[config.mk]
export PLATFORM = sky130hd
export DESIGN_NAME = rtc_time_sync_clock_core_flat
export DESIGN_NICKNAME = d
export VERILOG_FILES = /design/src/rtl/rtcs_pkg.sv /design/src/rtl/rtcs_if.sv /design/src/rtl/rtcs_cfg_regs.sv /design/src/rtl/rtcs_engine.sv /design/src/rtl/rtc_time_sync_clock_core.sv /design/src/flat_wrapper.sv
export SDC_FILE = /design/constraint.sdc
export NUM_CORES = 1
export LEC_CHECK = 0
export ABC_AREA = 0
export BUFFER_PORTS_ARGS = -buffer_cell sky130_fd_sc_hd__buf_2
export CORE_MARGIN = 10
export CORE_UTILIZATION = 40
export DETAILED_ROUTE_END_ITERATION = 12
export PLACE_DENSITY = 0.65
export SYNTH_ARGS = -nofsm -noshare
export SYNTH_HDL_FRONTEND = slang
export SYNTH_HIERARCHICAL = 1
export SYNTH_SLANG_ARGS = --single-unit
[constraint.sdc]
create_clock -name clk -period 5.2 [get_ports clk]
set_clock_uncertainty 0.2 [all_clocks]
set_input_delay 0.52 -clock clk [delete_from_list [all_inputs] [get_ports clk]]
set_output_delay 0.52 -clock clk [all_outputs]
set_load 0.05 [all_outputs]
[src/rtl/rtcs_pkg.sv]
// Shared types, codes and helper functions for the RTC time keeper.
package rtcs_pkg;

  // Number of chip setup bytes sent after start-up (1 to 8).
  localparam logic [3:0] SETUP_BYTES = 4'd8;

  localparam logic [5:0] SEC_MAX  = 6'd59;
  localparam logic [5:0] MIN_MAX  = 6'd59;
  localparam logic [4:0] HOUR_MAX = 5'd23;

  // Event kinds on the input channel.
  typedef enum logic [2:0] {
    KIND_TICK      = 3'd0,
    KIND_BUS_DONE  = 3'd1,
    KIND_BUTTON    = 3'd2,
    KIND_COOL_OVER = 3'd3,
    KIND_SET_TIME  = 3'd4,
    KIND_STARTUP   = 3'd5,
    KIND_READ_TIME = 3'd6
  } kind_t;

  // Commands to the bus master.
  typedef enum logic [2:0] {
    CMD_NONE      = 3'd0,
    CMD_START     = 3'd1,
    CMD_WRITE     = 3'd2,
    CMD_READ_ACK  = 3'd3,
    CMD_READ_NACK = 3'd4,
    CMD_STOP      = 3'd5
  } bus_cmd_t;

  // Bus sequencer steps: time write, then setup write and time read.
  typedef enum logic [4:0] {
    STEP_IDLE       = 5'd0,
    STEP_TW_ADDR    = 5'd1,
    STEP_TW_REG     = 5'd2,
    STEP_TW_SEC     = 5'd3,
    STEP_TW_MIN     = 5'd4,
    STEP_TW_HOUR    = 5'd5,
    STEP_TW_STOP    = 5'd6,
    STEP_SU_ADDR    = 5'd7,
    STEP_SU_REG     = 5'd8,
    STEP_SU_DATA    = 5'd9,
    STEP_FETCH_WAIT = 5'd10,
    STEP_RD_REG     = 5'd11,
    STEP_RD_RESTART = 5'd12,
    STEP_RD_ADDR    = 5'd13,
    STEP_RD_FIRST   = 5'd14,
    STEP_RD_SEC     = 5'd15,
    STEP_RD_MIN     = 5'd16,
    STEP_RD_HOUR    = 5'd17
  } bus_step_t;

  // Configuration register indexes.
  typedef enum logic [1:0] {
    REG_DEVICE_ADDRESS = 2'd0,
    REG_TIME_OFFSET    = 2'd1,
    REG_SETUP_OFFSET   = 2'd2,
    REG_SETUP_PATTERN  = 2'd3
  } cfg_reg_t;

  typedef struct packed {
    logic [2:0] kind;
    logic [7:0] rx_byte;
    logic [4:0] set_hour;
    logic [5:0] set_minute;
    logic [5:0] set_second;
    logic       set_dst;
  } in_word_t;

  typedef struct packed {
    logic [2:0] bus_cmd;
    logic [7:0] bus_byte;
    logic [4:0] shown_hour;
    logic [5:0] shown_minute;
    logic [5:0] shown_second;
    logic       dst_now;
    logic       second_passed;
    logic       cooldown_start;
  } out_word_t;

  typedef struct packed {
    logic [6:0]  device_address;
    logic [7:0]  time_register_offset;
    logic [7:0]  setup_register_offset;
    logic [63:0] setup_pattern;
  } cfg_t;

  // Engine status watched at the top level.
  typedef struct packed {
    bus_step_t bus_step;
    logic      tick_masked;
    logic      fetch_pending;
  } status_t;

  // Binary value of a two-digit BCD byte (digits may exceed nine).
  function automatic logic [7:0] bcd_value(input logic [3:0] tens, input logic [3:0] ones);
    return {1'b0, tens, 3'b000} + {3'b000, tens, 1'b0} + {4'b0000, ones};
  endfunction

  // Binary 0..59 to BCD; tens digit by multiply with 13/128.
  function automatic logic [7:0] to_bcd(input logic [5:0] v);
    logic [9:0] prod;
    logic [2:0] tens;
    logic [5:0] ones;
    prod = {4'b0000, v} * 10'd13;
    tens = prod[9:7];
    ones = v - {tens, 3'b000} - {2'b00, tens, 1'b0};
    return {1'b0, tens, ones[3:0]};
  endfunction

endpackage

[src/rtl/rtcs_if.sv]
// Valid/ready channel interfaces for events, results and configuration.
interface rtcs_in_if import rtcs_pkg::*; ();
  logic     valid;
  logic     ready;
  in_word_t data;
  modport source (output valid, output data, input ready);
  modport sink (input valid, input data, output ready);
endinterface

interface rtcs_out_if import rtcs_pkg::*; ();
  logic      valid;
  logic      ready;
  out_word_t data;
  modport source (output valid, output data, input ready);
  modport sink (input valid, input data, output ready);
endinterface

interface rtcs_cfg_if ();
  logic        valid;
  logic        ready;
  logic [1:0]  index;
  logic [63:0] data;
  modport source (output valid, output index, output data, input ready);
  modport sink (input valid, input index, input data, output ready);
endinterface

[src/rtl/rtcs_cfg_regs.sv]
// Configuration register file of the RTC time keeper.
module rtcs_cfg_regs import rtcs_pkg::*; (
  input  logic       clk,
  input  logic       rst,
  rtcs_cfg_if.sink   cfg,
  output cfg_t       regs
);

  // Writes are always taken.
  assign cfg.ready = 1'b1;

  // Register write decode.
  always_ff @(posedge clk) begin
    if (rst) begin
      regs.device_address        <= 7'd104;
      regs.time_register_offset  <= 8'd0;
      regs.setup_register_offset <= 8'd7;
      regs.setup_pattern         <= 64'd0;
    end else if (cfg.valid) begin
      unique case (cfg_reg_t'(cfg.index))
        REG_DEVICE_ADDRESS: regs.device_address        <= cfg.data[6:0];
        REG_TIME_OFFSET:    regs.time_register_offset  <= cfg.data[7:0];
        REG_SETUP_OFFSET:   regs.setup_register_offset <= cfg.data[7:0];
        REG_SETUP_PATTERN:  regs.setup_pattern         <= cfg.data;
        default: ;
      endcase
    end
  end

endmodule

[src/rtl/rtcs_engine.sv]
// Time counters, bus sequencer and daylight-saving logic for one word per cycle while en is high.
module rtcs_engine import rtcs_pkg::*; (
  input  logic      clk,
  input  logic      rst,
  input  logic      en,
  input  in_word_t  word,
  input  cfg_t      regs,
  output out_word_t result,
  output status_t   status
);

  logic [5:0] second_count, second_count_next;
  logic [5:0] minute_count, minute_count_next;
  logic [4:0] hour_count, hour_count_next;
  bus_step_t  bus_step, bus_step_next;
  logic [3:0] setup_index, setup_index_next;
  logic [7:0] bcd_out_bytes [3];
  logic [7:0] bcd_out_next [3];
  logic [7:0] bcd_in_bytes [2];
  logic [7:0] bcd_in_next [2];
  logic       fetch_pending, fetch_pending_next;
  logic       tick_masked, tick_masked_next;
  logic       dst_flag, dst_flag_next;
  logic       dst_shifted, dst_shifted_next;
  logic       button_locked, button_locked_next;
  logic       tick_seen, tick_seen_next;

  bus_cmd_t   cmd;
  logic [7:0] tx_byte;
  logic       cool;
  logic       passed;
  logic [4:0] shown;
  logic [7:0] addr_wr, addr_rd;
  logic [6:0] sec_inc;
  logic [6:0] min_inc;
  logic [5:0] hour_inc;
  logic [5:0] set_sec_sat, set_min_sat;
  logic [4:0] set_hour_sat;
  logic [7:0] rd_sec, rd_min, rd_hour;

  assign addr_wr = {regs.device_address, 1'b0};
  assign addr_rd = {regs.device_address, 1'b1};

  // Saturated set-time values.
  assign set_hour_sat = (word.set_hour > HOUR_MAX) ? HOUR_MAX : word.set_hour;
  assign set_min_sat  = (word.set_minute > MIN_MAX) ? MIN_MAX : word.set_minute;
  assign set_sec_sat  = (word.set_second > SEC_MAX) ? SEC_MAX : word.set_second;

  // Readback decode; the hour uses two bits of its tens digit.
  assign rd_sec  = bcd_value(bcd_in_bytes[0][7:4], bcd_in_bytes[0][3:0]);
  assign rd_min  = bcd_value(bcd_in_bytes[1][7:4], bcd_in_bytes[1][3:0]);
  assign rd_hour = bcd_value({2'b00, word.rx_byte[5:4]}, word.rx_byte[3:0]);

  // Next state and result for the current word.
  always_comb begin
    second_count_next  = second_count;
    minute_count_next  = minute_count;
    hour_count_next    = hour_count;
    bus_step_next      = bus_step;
    setup_index_next   = setup_index;
    bcd_out_next       = bcd_out_bytes;
    bcd_in_next        = bcd_in_bytes;
    fetch_pending_next = fetch_pending;
    tick_masked_next   = tick_masked;
    dst_flag_next      = dst_flag;
    dst_shifted_next   = dst_shifted;
    button_locked_next = button_locked;
    tick_seen_next     = tick_seen;
    cmd                = CMD_NONE;
    tx_byte            = 8'd0;
    cool               = 1'b0;
    sec_inc            = 7'd0;
    min_inc            = 7'd0;
    hour_inc           = 6'd0;

    unique case (kind_t'(word.kind))
      KIND_TICK: begin
        if (!tick_masked) begin
          sec_inc = {1'b0, second_count} + 7'd1;
          min_inc = {1'b0, minute_count};
          hour_inc = {1'b0, hour_count};
          if (sec_inc > {1'b0, SEC_MAX}) begin
            sec_inc = 7'd0;
            min_inc = min_inc + 7'd1;
          end
          if (min_inc > {1'b0, MIN_MAX}) begin
            min_inc = 7'd0;
            hour_inc = hour_inc + 6'd1;
          end
          if (hour_inc > {1'b0, HOUR_MAX}) begin
            hour_inc = 6'd0;
          end
          second_count_next = sec_inc[5:0];
          minute_count_next = min_inc[5:0];
          hour_count_next   = hour_inc[4:0];
          if (fetch_pending) begin
            fetch_pending_next = 1'b0;
            cmd = CMD_START;
          end
          tick_seen_next = 1'b1;
        end
      end
      KIND_BUS_DONE: begin
        unique case (bus_step)
          STEP_TW_ADDR: begin
            cmd = CMD_WRITE; tx_byte = addr_wr; bus_step_next = STEP_TW_REG;
          end
          STEP_TW_REG: begin
            cmd = CMD_WRITE; tx_byte = regs.time_register_offset; bus_step_next = STEP_TW_SEC;
          end
          STEP_TW_SEC: begin
            cmd = CMD_WRITE; tx_byte = bcd_out_bytes[0]; bus_step_next = STEP_TW_MIN;
          end
          STEP_TW_MIN: begin
            cmd = CMD_WRITE; tx_byte = bcd_out_bytes[1]; bus_step_next = STEP_TW_HOUR;
          end
          STEP_TW_HOUR: begin
            cmd = CMD_WRITE; tx_byte = bcd_out_bytes[2]; bus_step_next = STEP_TW_STOP;
          end
          STEP_TW_STOP: begin
            cmd = CMD_STOP; bus_step_next = STEP_IDLE; tick_masked_next = 1'b0;
          end
          STEP_SU_ADDR: begin
            cmd = CMD_WRITE; tx_byte = addr_wr; bus_step_next = STEP_SU_REG;
          end
          STEP_SU_REG: begin
            cmd = CMD_WRITE; tx_byte = regs.setup_register_offset;
            bus_step_next = STEP_SU_DATA;
          end
          STEP_SU_DATA: begin
            if (setup_index < SETUP_BYTES) begin
              cmd = CMD_WRITE;
              tx_byte = regs.setup_pattern[{setup_index[2:0], 3'b000} +: 8];
              setup_index_next = setup_index + 4'd1;
            end else begin
              setup_index_next = 4'd0;
              cmd = CMD_STOP;
              fetch_pending_next = 1'b1;
              bus_step_next = STEP_FETCH_WAIT;
            end
          end
          STEP_FETCH_WAIT: begin
            if (!fetch_pending) begin
              cmd = CMD_WRITE; tx_byte = addr_wr; bus_step_next = STEP_RD_REG;
            end
          end
          STEP_RD_REG: begin
            cmd = CMD_WRITE; tx_byte = regs.time_register_offset;
            bus_step_next = STEP_RD_RESTART;
          end
          STEP_RD_RESTART: begin
            cmd = CMD_START; bus_step_next = STEP_RD_ADDR;
          end
          STEP_RD_ADDR: begin
            cmd = CMD_WRITE; tx_byte = addr_rd; bus_step_next = STEP_RD_FIRST;
          end
          STEP_RD_FIRST: begin
            cmd = CMD_READ_ACK; bus_step_next = STEP_RD_SEC;
          end
          STEP_RD_SEC: begin
            bcd_in_next[0] = word.rx_byte; cmd = CMD_READ_ACK; bus_step_next = STEP_RD_MIN;
          end
          STEP_RD_MIN: begin
            bcd_in_next[1] = word.rx_byte; cmd = CMD_READ_NACK; bus_step_next = STEP_RD_HOUR;
          end
          STEP_RD_HOUR: begin
            second_count_next = (rd_sec > {2'b00, SEC_MAX}) ? SEC_MAX : rd_sec[5:0];
            minute_count_next = (rd_min > {2'b00, MIN_MAX}) ? MIN_MAX : rd_min[5:0];
            hour_count_next   = (rd_hour > {3'b000, HOUR_MAX}) ? HOUR_MAX : rd_hour[4:0];
            cmd = CMD_STOP;
            bus_step_next = STEP_IDLE;
          end
          default: ;
        endcase
      end
      KIND_BUTTON: begin
        if (!button_locked) begin
          button_locked_next = 1'b1;
          dst_shifted_next = !dst_shifted;
          cool = 1'b1;
        end
      end
      KIND_COOL_OVER: begin
        button_locked_next = 1'b0;
      end
      KIND_SET_TIME: begin
        hour_count_next    = set_hour_sat;
        minute_count_next  = set_min_sat;
        second_count_next  = set_sec_sat;
        bcd_out_next[0]    = to_bcd(set_sec_sat);
        bcd_out_next[1]    = to_bcd(set_min_sat);
        bcd_out_next[2]    = to_bcd({1'b0, set_hour_sat});
        tick_masked_next   = 1'b1;
        fetch_pending_next = 1'b0;
        bus_step_next      = STEP_TW_ADDR;
        cmd                = CMD_START;
        dst_flag_next      = word.set_dst;
        dst_shifted_next   = 1'b0;
      end
      KIND_STARTUP: begin
        bus_step_next      = STEP_SU_ADDR;
        setup_index_next   = 4'd0;
        fetch_pending_next = 1'b0;
        tick_masked_next   = 1'b0;
        cmd                = CMD_START;
      end
      default: ;
    endcase

    // A read-time event reports the flag and then clears it.
    passed = tick_seen_next;
    if (word.kind == KIND_READ_TIME) begin
      tick_seen_next = 1'b0;
    end

    // Daylight-saving shift of the shown hour.
    shown = hour_count_next;
    if (dst_shifted_next) begin
      if (dst_flag_next) begin
        shown = (shown == 5'd0) ? HOUR_MAX : shown - 5'd1;
      end else begin
        shown = (shown >= HOUR_MAX) ? 5'd0 : shown + 5'd1;
      end
    end
  end

  assign result.bus_cmd        = cmd;
  assign result.bus_byte       = tx_byte;
  assign result.shown_hour     = shown;
  assign result.shown_minute   = minute_count_next;
  assign result.shown_second   = second_count_next;
  assign result.dst_now        = dst_flag_next;
  assign result.second_passed  = passed;
  assign result.cooldown_start = cool;

  assign status.bus_step      = bus_step;
  assign status.tick_masked   = tick_masked;
  assign status.fetch_pending = fetch_pending;

  // State registers, updated once per processed word.
  always_ff @(posedge clk) begin
    if (rst) begin
      second_count     <= 6'd0;
      minute_count     <= 6'd0;
      hour_count       <= 5'd0;
      bus_step         <= STEP_IDLE;
      setup_index      <= 4'd0;
      bcd_out_bytes[0] <= 8'd0;
      bcd_out_bytes[1] <= 8'd0;
      bcd_out_bytes[2] <= 8'd0;
      bcd_in_bytes[0]  <= 8'd0;
      bcd_in_bytes[1]  <= 8'd0;
      fetch_pending    <= 1'b0;
      tick_masked      <= 1'b0;
      dst_flag         <= 1'b0;
      dst_shifted      <= 1'b0;
      button_locked    <= 1'b0;
      tick_seen        <= 1'b0;
    end else if (en) begin
      second_count  <= second_count_next;
      minute_count  <= minute_count_next;
      hour_count    <= hour_count_next;
      bus_step      <= bus_step_next;
      setup_index   <= setup_index_next;
      bcd_out_bytes <= bcd_out_next;
      bcd_in_bytes  <= bcd_in_next;
      fetch_pending <= fetch_pending_next;
      tick_masked   <= tick_masked_next;
      dst_flag      <= dst_flag_next;
      dst_shifted   <= dst_shifted_next;
      button_locked <= button_locked_next;
      tick_seen     <= tick_seen_next;
    end
  end

endmodule

[src/rtl/rtc_time_sync_clock_core.sv]
// Top level of the RTC time keeper: input register, engine, result register.
//
//   channel  direction  payload                                   handshake
//   evt      in         kind, rx_byte, set_hour/minute/second/dst valid/ready
//   res      out        bus_cmd, bus_byte, shown time, flags      valid/ready
//   cfg      in         index (2 bits), data (64 bits)            valid/ready
//
// One event word is taken per cycle while ready is high. The accepting edge
// loads the input register; the word moves on into the result register when
// that register is empty or being read, and one result comes per event.
// The engine state updates when a word moves from the input register to the
// result register, so the next word sees it. A stalled result register holds
// its word; the input register still fills once, then ready drops.
// Reset is synchronous and sets the valid flags and engine state to zero and the registers to defaults.
module rtc_time_sync_clock_core import rtcs_pkg::*; (
  input  logic       clk,
  input  logic       rst,
  rtcs_in_if.sink    evt,
  rtcs_out_if.source res,
  rtcs_cfg_if.sink   cfg
);

  logic      in_valid_q;
  in_word_t  in_word_q;
  logic      out_valid_q;
  out_word_t out_word_q;
  logic      advance;
  logic      fire;
  cfg_t      regs;
  out_word_t result;
  status_t   status;

  assign advance   = !out_valid_q || res.ready;
  assign fire      = in_valid_q && advance;
  assign evt.ready = !in_valid_q || advance;
  assign res.valid = out_valid_q;
  assign res.data  = out_word_q;

  rtcs_cfg_regs u_cfg_regs (
    .clk  (clk),
    .rst  (rst),
    .cfg  (cfg),
    .regs (regs)
  );

  rtcs_engine u_engine (
    .clk    (clk),
    .rst    (rst),
    .en     (fire),
    .word   (in_word_q),
    .regs   (regs),
    .result (result),
    .status (status)
  );

  // Input register.
  always_ff @(posedge clk) begin
    if (rst) begin
      in_valid_q <= 1'b0;
    end else if (evt.ready) begin
      in_valid_q <= evt.valid;
    end
  end

  always_ff @(posedge clk) begin
    if (evt.valid && evt.ready) begin
      in_word_q <= evt.data;
    end
  end

  // Result register.
  always_ff @(posedge clk) begin
    if (rst) begin
      out_valid_q <= 1'b0;
    end else if (advance) begin
      out_valid_q <= in_valid_q;
    end
  end

  always_ff @(posedge clk) begin
    if (fire) begin
      out_word_q <= result;
    end
  end

  // A held word moves on whenever the result register is empty.
  a_drain: assert property (@(posedge clk) disable iff (rst)
    in_valid_q && !out_valid_q |=> out_valid_q)
    else $error("input word did not reach the result register");

  // Ticks are masked exactly while a time write is on the bus.
  a_mask: assert property (@(posedge clk) disable iff (rst)
    status.tick_masked == (status.bus_step >= STEP_TW_ADDR &&
                           status.bus_step <= STEP_TW_STOP))
    else $error("tick mask out of step with time write");

  // A pending fetch only exists while waiting for the fetch tick.
  a_fetch: assert property (@(posedge clk) disable iff (rst)
    status.fetch_pending |-> status.bus_step == STEP_FETCH_WAIT)
    else $error("fetch pending outside the fetch wait step");

endmodule
[src/flat_wrapper.sv]
// flat-port wrapper written by rule: the top's interface ports become plain ports
module rtc_time_sync_clock_core_flat import rtcs_pkg::*;
  (clk, rst, evt_valid, evt_data, evt_ready, res_valid, res_data, res_ready, cfg_valid, cfg_index, cfg_data, cfg_ready);
  rtcs_in_if evt_i ();
  rtcs_out_if res_i ();
  rtcs_cfg_if cfg_i ();
  input  logic clk;
  input  logic rst;
  input wire logic [$bits(evt_i.valid)-1:0] evt_valid;
  input wire logic [$bits(evt_i.data)-1:0] evt_data;
  output wire logic [$bits(evt_i.ready)-1:0] evt_ready;
  output wire logic [$bits(res_i.valid)-1:0] res_valid;
  output wire logic [$bits(res_i.data)-1:0] res_data;
  input wire logic [$bits(res_i.ready)-1:0] res_ready;
  input wire logic [$bits(cfg_i.valid)-1:0] cfg_valid;
  input wire logic [$bits(cfg_i.index)-1:0] cfg_index;
  input wire logic [$bits(cfg_i.data)-1:0] cfg_data;
  output wire logic [$bits(cfg_i.ready)-1:0] cfg_ready;
  assign evt_i.valid = evt_valid;
  assign evt_i.data = evt_data;
  assign evt_ready = evt_i.ready;
  assign res_valid = res_i.valid;
  assign res_data = res_i.data;
  assign res_i.ready = res_ready;
  assign cfg_i.valid = cfg_valid;
  assign cfg_i.index = cfg_index;
  assign cfg_i.data = cfg_data;
  assign cfg_ready = cfg_i.ready;
  rtc_time_sync_clock_core u_core (.clk(clk), .rst(rst), .evt(evt_i), .res(res_i), .cfg(cfg_i));
endmodule
Yosys cells after proc, flatten, opt, wreduce, memory -nomap -nowiden

Cells that the tools add are included.

Bits in registers: 217
Output and inout port bits: 34
Word-level logic and storage cells: 192

Add/sub/neg operators: 18
$mul: 3
Magnitude comparators: 11
Equal/unequal tests: 33
Shifts and indexed selects: 1
Muxes and demuxes: 58
Reduce and logical (&&, ||, !) cells: 32

Operators by type and width:

| operator                                                      | count |
|---|---|
| one-hot mux 5 bit (16 select lines)                           | 1 |
| 2-to-1 mux 6 bit                                              | 13 |
| one-hot mux 8 bit (9 select lines)                            | 1 |
| variable part select 64 x 7 -> 8 bit                          | 1 |
| 2-to-1 mux 5 bit                                              | 11 |
| == test 5 x 4 -> 1 bit, second input constant                 | 8 |
| one-hot mux 6 bit (3 select lines)                            | 2 |
| one-hot mux 5 bit (3 select lines)                            | 2 |
| 2-to-1 mux 7 bit                                              | 3 |
| one-hot mux 3 bit (7 select lines)                            | 1 |
| == test 5 x 3 -> 1 bit, second input constant                 | 4 |
| multiplier 6 x 4 -> 10 bit, second input constant             | 2 |
| subtractor 4 bit                                              | 5 |
| != test 17 x 3 -> 1 bit, second input constant                | 1 |
| adder 7 x 5 -> 8 bit                                          | 2 |
| adder 8 x 4 -> 8 bit                                          | 2 |
| greater-than comparator 8 x 6 -> 1 bit, second input constant | 2 |
| 2-to-1 mux 8 bit                                              | 2 |
| adder 6 x 1 -> 7 bit, second input constant                   | 2 |
| greater-than comparator 7 x 6 -> 1 bit, second input constant | 2 |
| greater-than comparator 6 bit, second input constant          | 2 |
| 2-to-1 mux 1 bit                                              | 12 |
| AND reduction 2 bit                                           | 6 |
| AND reduction 3 bit                                           | 4 |
| 42 further kinds                                              | 65 |

Depth between registers and ports, before layout

Gate-level depths: netlist (run 1).

Depth after elaboration: 17
Mapped depth: 21
Gate-level depth less buffers: 21

By module

The synthesis (run 1) kept the hierarchy.

Modules (own cells, without submodules):

| module                   | times used | cells an instance | area each (µm²) |
|---|---|---|---|
| rtcs_engine              | 1          | 956               | 7,409.6 |
| rtcs_cfg_regs            | 1          | 368               | 3,788.6 |
| rtc_time_sync_clock_core | 1          | 70                | 1,905.6 |

Worst setup path after synthesis (run 1)

OpenSTA, ideal clock, no wires.

Kind: register to register
From: reg u_core/in_word_q[5] in the netlist's numbering
To: reg u_core/u_engine/bcd_out_bytes[19] in the netlist's numbering
Setup time: 86 ps
Data arrival time: 4,053 ps
Data required time: 4,914 ps
Setup slack: 861 ps
Stages on the path, launching flop included: 21
Cells stage by stage: edfxtp_1 ha_1 and3_1 or2_2 ha_1 inv_1 fa_1 inv_1 ha_1 a41o_1 a21o_1 a21oi_1 nor2b_1 o21a_1 nor2_1 ha_1 nand2_1 nand2_1 xnor2_1 xnor2_1 a211oi_1

Word-level cells in the longest chain between the ends: 5

Ends and longest elaborated chain:

| item                          | line                           | text |
|---|---|---|
| from (decl)                   | rtc_time_sync_clock_core.sv:24 | `in_word_t in_word_q;` |
| from (signal assigned)        | rtc_time_sync_clock_core.sv:67 | `in_word_q <= evt.data;` |
| greater-than comparator 6 bit | rtcs_engine.sv:47              | `assign set_sec_sat = (word.set_second > SEC_MAX) ? SEC_MAX : word.set_second;` |
| 2-to-1 mux 6 bit (*)          | rtcs_engine.sv:47              |  |
| multiplier 6 x 4 -> 10 bit    | rtcs_pkg.sv:106                | `prod = {4'b0000, v} * 10'd13;` |
| subtractor 4 bit              | rtcs_pkg.sv:108                | `ones = v - {tens, 3'b000} - {2'b00, tens, 1'b0};` |
| subtractor 4 bit (*)          | rtcs_pkg.sv:108                |  |
| to (signal assigned)          | rtcs_engine.sv:265             | `bcd_out_bytes <= bcd_out_next;` |
| to (decl)                     | rtcs_engine.sv:17              | `logic [7:0] bcd_out_bytes [3];` |

Every way passes the cells marked *; elsewhere a longest branch is shown, timed or not.
A chain may end at the register's enable or synchronous reset.

Final worst setup path (run 1)

Ends and elaborated chain as after synthesis.

==> results of run 1 <==
-- critical path: cells and delay by family, from the launching register on --
kind                       cells  cell delay (ns)
AOI/OAI and AO/OA              5             1.05
adders and majority gates      5             1.66
and+or+nand+nor                6             0.93
buffers and inverters          2             0.10
xor gates and xnor gates       2             0.28
DFF                            1             0.41
-- state kept, by name, summed over array words and instances (netlist names), 4 cells and up --
register and count:
u_core/u_engine/second_count 6, u_core/u_engine/minute_count 6, u_core/u_engine/bus_step 5, u_core/u_engine/hour_count 5, u_core/in_word_q 29, u_core/u_engine/bcd_out_bytes 20
u_core/u_engine/setup_index 4, u_core/u_cfg_regs/regs 87, u_core/u_engine/bcd_in_bytes 16, u_core/res.data 31
-- layout by cell type, fill, tap and decap left out, types with 19 or more instances in the layout --
cell,instances
dfxtp_1,157
nand2b_1,155
buf_2,131
nor2_1,123
mux2i_1,117
nand2_1,93
ha_1,70
a21oi_1,67
inv_1,65
edfxtp_1,60
o21ai_0,36
dlygate4sd3_1,29
clkbuf_16,27
nand3_1,26
xnor2_1,24
nor3_1,23
a22oi_1,19
-- repair_timing --
action,4_1_cts,5_1_grt
setup endpoints to repair,0,1
hold buffers,29,0
gates resized for setup,0,1
hold endpoints to repair,29,0
-- per-stage QoR --
stage                     instances  hold WS [ns]
after global placement         1892        0.2433
after global routing           1967       0.04223
after floorplan                1392        0.2315
final                          1967       0.03839
after CTS                      1967       0.02347
after detailed placement       1892        0.2516
-- routing by layer --
metal	part of all wire [%]	vias up	wire [um]	global-route usage, %
met5	0	-	0	0
met4	1.4	0	493	3.435
met3	6.1	37	2069	2.695
met2	47	270	15900	27.05
met1	46	5011	15670	22.09
li1	-	5177	-	-
-- layout make-up --
cell class / count / area, um2
Timing Repair Buffer: 176 / 1066
Inverter: 67 / 251.5
Fill cell: 3110 / 17290
Clock inverter: 11 / 70.07
Tap cell: 442 / 553.0
Multi-Input combinational cell: 1019 / 7473
Sequential cell: 217 / 4945
Clock buffer: 35 / 725.7
-- how the worst max path moves through the flow --
stage | start | slack [ns] | endpoint
after CTS | u_core/in_word_q[11] | 0.40 | u_core/u_engine/bcd_out_bytes[11]
final | u_core/in_word_q[5] | 0.48 | u_core/u_engine/bcd_out_bytes[19]
after floorplan | u_core/in_word_q[5] | 0.86 | u_core/u_engine/bcd_out_bytes[19]
after detailed placement | u_core/in_word_q[11] | 0.45 | u_core/u_engine/bcd_out_bytes[11]
after global placement | u_core/in_word_q[11] | 0.64 | u_core/u_engine/bcd_out_bytes[11]
after global routing | u_core/in_word_q[11] | 0.13 | u_core/u_engine/bcd_out_bytes[11]
-- power groups by stage --
stage,clock (mW),combinational [mW],sequential [mW]
after detailed placement,0,0.620,1.90
after floorplan,0,0.436,1.91
final,1.71,0.639,1.86
after global placement,0,0.602,1.89
after CTS,1.75,0.641,1.86
after global routing,1.81,0.712,1.87
==> flow_metrics.tcl, run 1 <==
set metrics [dict create \
    cp-start-kind "register" \
    core-area_um2 32370 \
    avgRoutedWirePerCell_um 17.35 \
    p_seq_share_pct 44.2 \
    p_sw_mw 1.150 \
    status "finished, final reports clean" \
    report.final.slew_viol_count 0 \
    p_clk_share_pct 40.6 \
    grt_setup_unrepaired "false" \
    ys_warn_count 6 \
    tightest_slew_ns 0.9539 \
    cp.required_ns 5.45 \
    post-route-util_pct 46.60 \
    whs_path_depth 3 \
    numCtsBuffers 25 \
    vdd_drop_max_v 0.0002193 \
    hold_end "u_core/u_cfg_regs/regs[25]" \
    vias 10500 \
    num_antenna_cells 0 \
    dr.pass1.iters 6 \
    critPathMaxFanout 4 \
    drt-total-wl_mm 34.14 \
    grt_pass1_vias 10400 \
    fin_nets 1686 \
    synthCells 1392 \
    grt-ovfl-total 0 \
    path_cells "ha_1 -> and3_1 -> or2_2 -> ha_1 -> inv_1 -> fa_1 -> inv_1 -> ha_1 -> a41o_1 -> a21o_1 -> a21oi_1 -> nor2b_1 -> o21a_1 -> nor2_1 -> ha_1 -> nand2_1 -> nand2_1 -> xnor2_1 -> xnor2_1 -> a211oi_1" \
    slowest_delay_ns 0.53 \
    hp-class "in2reg" \
    crit_top_cell "ha_1" \
    worst_slack_ns 0.4808 \
    viasPerCell 5.336 \
    ff2ff_path_depth 20 \
    finalSetupTns_ns 0 \
    relSlewSlack_pct 35.91 \
    min_from "cfg_data[25]" \
    gp_congestion 0.8868 \
    finalInstanceArea_um2 15080 \
    post-route-drc-count 0 \
    switching_share_pct 27.35 \
    p_leak_nw 6.146 \
    finalCriticalPeriod_ns 4.719 \
    hold_viol 0 \
    r2r_start "u_core/in_word_q[5]" \
    cts_tree "yes" \
    dpl-instance-area_um2 14000 \
    critPathArrivalTime_ns 4.97 \
    grt_max_degree 106 \
    htreeDepth 1 \
    syn2layout_area_growth_pct 15.25 \
    drv_cap 0 \
    finalSetupViolations 0 \
    clkLatencyLatePin_ns 0.54 \
    antenna_left 0 \
    grt.total_usage_pct 16.40 \
    netlist_area_um2 13090 \
    path_clk_slew_ns 0.06 \
    power.internal_mw 3.056 \
    cts_setup_buffers 0 \
    clk_path_buf_depth 3 \
    cts-root-buf "clkbuf_16" \
    hpwl_mm 25.11 \
    r2r_end "u_core/u_engine/bcd_out_bytes[19]" \
    syn_area_per_cell_um2 9.403 \
    period_share_pct 90.75 \
    start_util_pct 40.43 \
    total_power_mw 4.206 \
    antenna_found_initial 1 \
    pwr-share-comb_pct 15.2 \
    power_density_nw_per_um2 278.9 \
    grt_first_pass_wirelength_mm 55.33 \
    post-place-ws_ns 0.4512 \
    worstSetupPathType "reg2reg" \
    slowest_stage "fa_1" \
    io-pin-count 134 \
    die_h_um 200.9 \
    drive_gt1_share_pct 16.13 \
    fp.dieW_um 200.9 \
    dieArea_um2 40360 \
    clkSinkCount 217 \
    syn-num-nets 1572 \
    dr.first_iter.drc_count 880 \
    portBuffers 132 \
    max_freq_ghz 0.2119 \
    num_rows 66 \
    reg2reg_slack_ns 0.48 \
    setup.worst_path.end_class "register" \
]
(Power assumes the default switching activity.)
==> run 2: changes to the inputs <==
--- a/config.mk
+++ b/config.mk
@@ -8,10 +8,9 @@
 export ABC_AREA = 0
 export BUFFER_PORTS_ARGS = -buffer_cell sky130_fd_sc_hd__buf_2
 export CORE_MARGIN = 10
-export CORE_UTILIZATION = 40
+export CORE_UTILIZATION = 59
 export DETAILED_ROUTE_END_ITERATION = 12
-export PLACE_DENSITY = 0.65
+export PLACE_DENSITY = 0.87
 export SYNTH_ARGS = -nofsm -noshare
 export SYNTH_HDL_FRONTEND = slang
-export SYNTH_HIERARCHICAL = 1
 export SYNTH_SLANG_ARGS = --single-unit
==> run 2 against run 1 <==
Effect of this change: die area decreased by 34%; largest cell class unchanged; register-to-register slack got worse by 0.15 ns; worst setup slack got worse by 0.15 ns; via count increased by 2.9%; hold slack got worse by 0.0076 ns; routed wire length decreased by 3.2%; critical path depth unchanged; critical path type unchanged.
==> flow_metrics.tcl, run 2 <==
set metrics [dict create \
    status "finished, final reports clean" \
    worstSetupPathType "reg2reg" \
    power_density_nw_per_um2 304.9 \
    final_cell_mix "244 x nand2_1, 157 x dfxtp_1, 143 x a21oi_1" \
    netlist_area_um2 12100 \
    grt_first_pass_wirelength_mm 52.96 \
    fin_nets 1664 \
    final_common_cell "nand2_1" \
    path_cells "ha_1 -> and3_1 -> or2_2 -> ha_1 -> inv_1 -> fa_1 -> inv_1 -> ha_1 -> a41o_1 -> a21o_1 -> a21oi_1 -> nor2b_1 -> o21a_1 -> nor2_1 -> ha_1 -> nand2_1 -> nand2_1 -> xnor2_1 -> xnor2_1 -> a211oi_1" \
    drv_cap 0 \
    syn-num-nets 1531 \
    finalCriticalPeriod_ns 4.864 \
    synthFlopType "dfxtp_1" \
    tightest_slew_ns 1.172 \
    ys_ff_latch 217 \
    grt_setup_unrepaired "false" \
    relSlewSlack_pct 21.38 \
    antenna_found_initial 0 \
    avgRoutedWirePerCell_um 18.63 \
    cts_tree "yes" \
    cp.required_ns 5.43 \
    clkLatencyLatePin_ns 0.53 \
    synth_area_leaders "dfxtp_1 26%, edfxtp_1 15%, nand2_1 7.6%" \
    htreeDepth 1 \
    dpl-instance-area_um2 12940 \
    cp_num_buf_inv 2 \
    fp.dieW_um 163.2 \
    syn2layout_area_growth_pct 16.52 \
    num_rows 52 \
    drive_gt1_share_pct 17.30 \
    worst_slack_ns 0.3358 \
    grt.total_usage_pct 23.88 \
    gp_congestion 0.9228 \
    post-place-ws_ns 0.4936 \
    viasPerCell 6.091 \
    hold_viol 0 \
    yosysSeqAreaShare_pct 40.86 \
    hold_ws_ns 0.03080 \
    path_clk_slew_ns 0.07 \
    multi_input_area_um2 6555 \
    largest-register "u_core.u_cfg_regs.regs" \
    finalSetupViolations 0 \
    num_antenna_cells 0 \
    yosysTopAreaCell "dfxtp_1" \
    drt-total-wl_mm 33.03 \
    post-route-drc-count 0 \
    final-seq-area_um2 4945 \
    clkSinkCount 217 \
    synth.distinct_cells 90 \
    io-pin-count 134 \
    setup.worst_path.end_class "register" \
    synth_edf_count 60 \
    cts-root-buf "clkbuf_16" \
    p_leak_nw 5.701 \
    finalNonFillerCells 1773 \
    async_reset_ff_share_pct 0 \
    cp_top_family "adder cells" \
    synth_commonest_cells "244 x nand2_1, 157 x dfxtp_1, 143 x a21oi_1" \
    grt_pass1_vias 10580 \
    synthCells 1352 \
    dr.first_iter.drc_count 905 \
    die_h_um 163.2 \
    period_share_pct 93.54 \
    core-area_um2 20230 \
    dieArea_um2 26640 \
    cts_setup_buffers 0 \
    cp-start-kind "register" \
    hp-class "in2reg" \
    ys_warn_count 0 \
    slowest_delay_ns 0.54 \
    grt_max_degree 66 \
    hpwl_mm 22.68 \
    critPathMaxFanout 4 \
    dr.pass1.iters 8 \
    grt-ovfl-total 0 \
    max_freq_ghz 0.2056 \
    report.final.slew_viol_count 0 \
    yosysMostFrequentCell "nand2_1" \
    portBuffers 132 \
    antenna_left 0 \
    netlist.area_leader.share_pct 25.97 \
    critPathArrivalTime_ns 5.09 \
    syn_area_per_cell_um2 8.950 \
    slowest_stage "fa_1" \
    crit_top_cell "ha_1" \
    finalSetupTns_ns 0 \
    total_power_mw 4.300 \
    nFillCells 1471 \
    vdd_drop_max_v 0.0002378 \
    finalInstanceArea_um2 14100 \
    clk_path_buf_depth 3 \
    cts.repair.resized 0 \
    start_util_pct 59.80 \
    largest_reg_flops 87 \
    post-route-util_pct 69.68 \
    numCtsBuffers 24 \
    vias 10800 \
    dp_cells 1700 \
]
run 2: cell count changes in the layout (fill, tap and decap cells not counted), moves of 9 or more:
cell      change
o21ai_0      -10
buf_4        +10
nand2b_1    -143
nand3_1       -9
a21oi_1      +76
mux2i_1      -79
a221oi_1      +9
nand2_1     +151
run 2: layer usage:
metal,GRT usage (%),share of wire [%],up-vias
li1,-,-,5059
met1,30.15,40,5031
met2,39.55,48,607
met3,4.354,9.2,103
met4,9.713,3.6,0
met5,0,0,-
run 2: cell type report:
class / count / share of cell area [%]
Multi-Input combinational cell: 988 / 46.49
Timing Repair Buffer: 186 / 8.093
Clock inverter: 7 / 0.4969
Tap cell: 270 / 2.396
Clock buffer: 37 / 5.644
Sequential cell: 217 / 35.07
Inverter: 68 / 1.810
run 2: final timing paths:
kind                                                 start                                 to  slack, ns  cells past startpoint
worst max register to register        u_core.in_word_q[11]  u_core.u_engine.bcd_out_bytes[11]       0.34                     20
worst max-delay path                  u_core.in_word_q[11]  u_core.u_engine.bcd_out_bytes[11]       0.34                     20
worst min-delay path                          cfg_data[53]         u_core.u_cfg_regs.regs[53]       0.03                      3
worst min register to register  u_core.u_cfg_regs.regs[53]         u_core.u_cfg_regs.regs[53]       0.25                      2
run 2: timing repair:
| item | in CTS | in global routing |
|---|---|---|
| endpoints found under the hold margin | 28 | 1 |
| hold buffers | 28 | 1 |
| endpoints found under the setup margin | 0 | 0 |
run 2: logic make-up after synthesis:
kind of cell,Yosys count,share of synthesized area [%]
flip-flops,217,40.86
adder cells (fa/ha/maj),81,8.955
XOR/XNOR,24,1.737
AND/OR/NAND/NOR,495,18.19
other,1,0.03099
buffers and inverters,147,5.067
AO/OA/AOI/OAI,324,18.18
multiplexers,63,6.980
run 2: power breakdown:
part	leakage, nW	switching [mW]	total [mW]	internal [mW]
Sequential	1.85	0.0508	1.85	1.80
Combinational	3.42	0.380	0.631	0.251
Clock	0.429	0.707	1.81	1.11
run 2: worst min-delay path, cell delays in order:
cell and delay, ns:
buf_2 0.09, nand2_1 0.04, a21oi_1 0.05
==> run 3: changes to the inputs <==
--- a/config.mk
+++ b/config.mk
@@ -7,10 +7,11 @@
 export LEC_CHECK = 0
 export ABC_AREA = 0
 export BUFFER_PORTS_ARGS = -buffer_cell sky130_fd_sc_hd__buf_2
+export CORE_ASPECT_RATIO = 1.1
 export CORE_MARGIN = 10
 export CORE_UTILIZATION = 59
 export DETAILED_ROUTE_END_ITERATION = 12
-export PLACE_DENSITY = 0.87
+export PLACE_DENSITY = 0.9
 export SYNTH_ARGS = -nofsm -noshare
 export SYNTH_HDL_FRONTEND = slang
 export SYNTH_SLANG_ARGS = --single-unit
==> run 3 against run 2 <==
Effect of this change: routed wire length decreased by 3.6%; global-route usage decreased by 0.65 points; fmax increased by 1.4%; design area decreased by 1.2%; critical path type unchanged; total power decreased by 4.7%; register-to-register slack improved by 0.06 ns; hold slack got worse by 0.015 ns; non-clock buffer count decreased by 5.
==> flow_metrics.tcl, run 3 (synthesis results as in run 2) <==
set metrics [dict create \
    num_antenna_cells 0 \
    dieArea_um2 26640 \
    gp_congestion 0.9473 \
    finalSetupTns_ns 0 \
    grt_setup_unrepaired "false" \
    clkLatencyLatePin_ns 0.51 \
    final-seq-area_um2 4945 \
    power_density_nw_per_um2 294.1 \
    vias 10690 \
    grt.total_usage_pct 23.23 \
    hold_viol 0 \
    crit_top_cell "ha_1" \
    worstSetupPathType "reg2reg" \
    start_util_pct 60.50 \
    relSlewSlack_pct 23.19 \
    finalSetupViolations 0 \
    finalCriticalPeriod_ns 4.799 \
    path_clk_slew_ns 0.06 \
    largest-register "u_core.u_cfg_regs.regs" \
    worst_slack_ns 0.4007 \
    grt_pass1_vias 10540 \
    critPathMaxFanout 4 \
    setup.worst_path.end_class "register" \
    status "finished, final reports clean" \
    core-area_um2 20000 \
    final_cell_mix "244 x nand2_1, 157 x dfxtp_1, 143 x a21oi_1" \
    grt_max_degree 104 \
    path_cells "ha_1 -> and3_1 -> or2_2 -> ha_1 -> inv_1 -> fa_1 -> inv_1 -> ha_1 -> a41o_1 -> a21o_1 -> a21oi_1 -> nor2b_1 -> o21a_1 -> nor2_1 -> ha_1 -> nand2_1 -> nand2_1 -> xnor2_1 -> xnor2_1 -> a211oi_1" \
    num_rows 54 \
    post-route-drc-count 0 \
    multi_input_area_um2 6555 \
    portBuffers 132 \
    cts.repair.resized 0 \
    syn2layout_area_growth_pct 15.08 \
    cp-start-kind "register" \
    tightest_slew_ns 1.145 \
    drt-total-wl_mm 31.85 \
    period_share_pct 92.29 \
    gr-usage-met2_pct 39.19 \
    hold_ws_ns 0.01609 \
    fp.dieW_um 156.5 \
    use_met3_pct 4.866 \
    nFillCells 1440 \
    report.final.slew_viol_count 0 \
    post-place-ws_ns 0.5596 \
    critPathArrivalTime_ns 5.03 \
    hp-class "in2reg" \
    slowest_delay_ns 0.56 \
    die_h_um 170.2 \
    p_leak_nw 5.625 \
    grt-ovfl-total 0 \
    cts_setup_buffers 0 \
    antenna_left 0 \
    drv_cap 0 \
    dr.first_iter.drc_count 1039 \
    dr.pass1.iters 6 \
    fin_nets 1658 \
    avgRoutedWirePerCell_um 18.22 \
    drive_gt1_share_pct 17.11 \
    numCtsBuffers 23 \
    cp.required_ns 5.43 \
    clkSinkCount 217 \
    clk_path_buf_depth 3 \
    htreeDepth 1 \
    viasPerCell 6.114 \
    cts-root-buf "clkbuf_16" \
    postCtsHoldBufs 27 \
    slowest_stage "fa_1" \
    cts_tree "yes" \
    hpwl_mm 22.40 \
    largest_reg_flops 87 \
    final_common_cell "nand2_1" \
    vdd_drop_max_v 0.0002967 \
    io-pin-count 134 \
    grt.busiest_layer "met2" \
    max_freq_ghz 0.2084 \
    antenna_found_initial 0 \
    grt_util_met1_pct 27.87 \
    grt_first_pass_wirelength_mm 51.65 \
]
-- run 3: area by class of cell --
class                           count  area share, %
Inverter                           68          1.833
Multi-Input combinational cell    988          47.08
Timing Repair Buffer              181          7.889
Tap cell                          252          2.264
Clock inverter                      6         0.2965
Clock buffer                       36          5.131
Sequential cell                   217          35.51
-- run 3: path summary, 6_finish.rpt --
| path | slack, ns | cells past startpoint | start | to |
|---|---|---|---|---|
| setup reg to reg | 0.40 | 20 | u_core.in_word_q[5] | u_core.u_engine.bcd_out_bytes[19] |
| hold reg to reg | 0.25 | 2 | u_core.u_cfg_regs.regs[55] | u_core.u_cfg_regs.regs[55] |
| setup / recovery | 0.40 | 20 | u_core.in_word_q[5] | u_core.u_engine.bcd_out_bytes[19] |
| hold / removal | 0.02 | 1 | evt_data[11] | u_core.in_word_q[11] |
-- run 3: worst max-delay path, delay by kind of cell (launching register included) --
| kind | cells | cell delay (ns) |
|---|---|---|
| AO/OA/AOI/OAI | 5 | 1.06 |
| XOR/XNOR | 2 | 0.29 |
| adder cells (fa/ha/maj) | 5 | 1.68 |
| buffers and inverters | 2 | 0.11 |
| flip-flops | 1 | 0.43 |
| AND/OR/NAND/NOR | 6 | 0.94 |
-- run 3: where the power goes --
part / total (mW) / switching, mW / internal, mW
Sequential: 1.86 / 0.0532 / 1.80
Combinational: 0.619 / 0.371 / 0.248
Clock: 1.62 / 0.675 / 0.945
Total: 4.10 / 1.10 / 3.00
-- run 3: stage by stage --
| step | util, % | std cells | total power [mW] | instance area, um2 |
|---|---|---|---|---|
| finish | 69.63 | 1748 | 4.096 | 13920 |
| global route | 69.63 | 1748 | 4.246 | 13920 |
| CTS | 69.63 | 1748 | 4.109 | 13920 |
| detailed placement | 64.50 | 1679 | 2.479 | 12900 |
| global placement | 64.50 | 1679 | 2.455 | 12900 |
| floorplan | - | 1352 | 2.316 | 12100 |
-- run 3: routing by layer --
layer,part of all wire [%],vias to the layer above
met1,39,4966
met3,8.9,113
li1,-,5066
met5,0,-
met2,48,542
met4,4.5,0
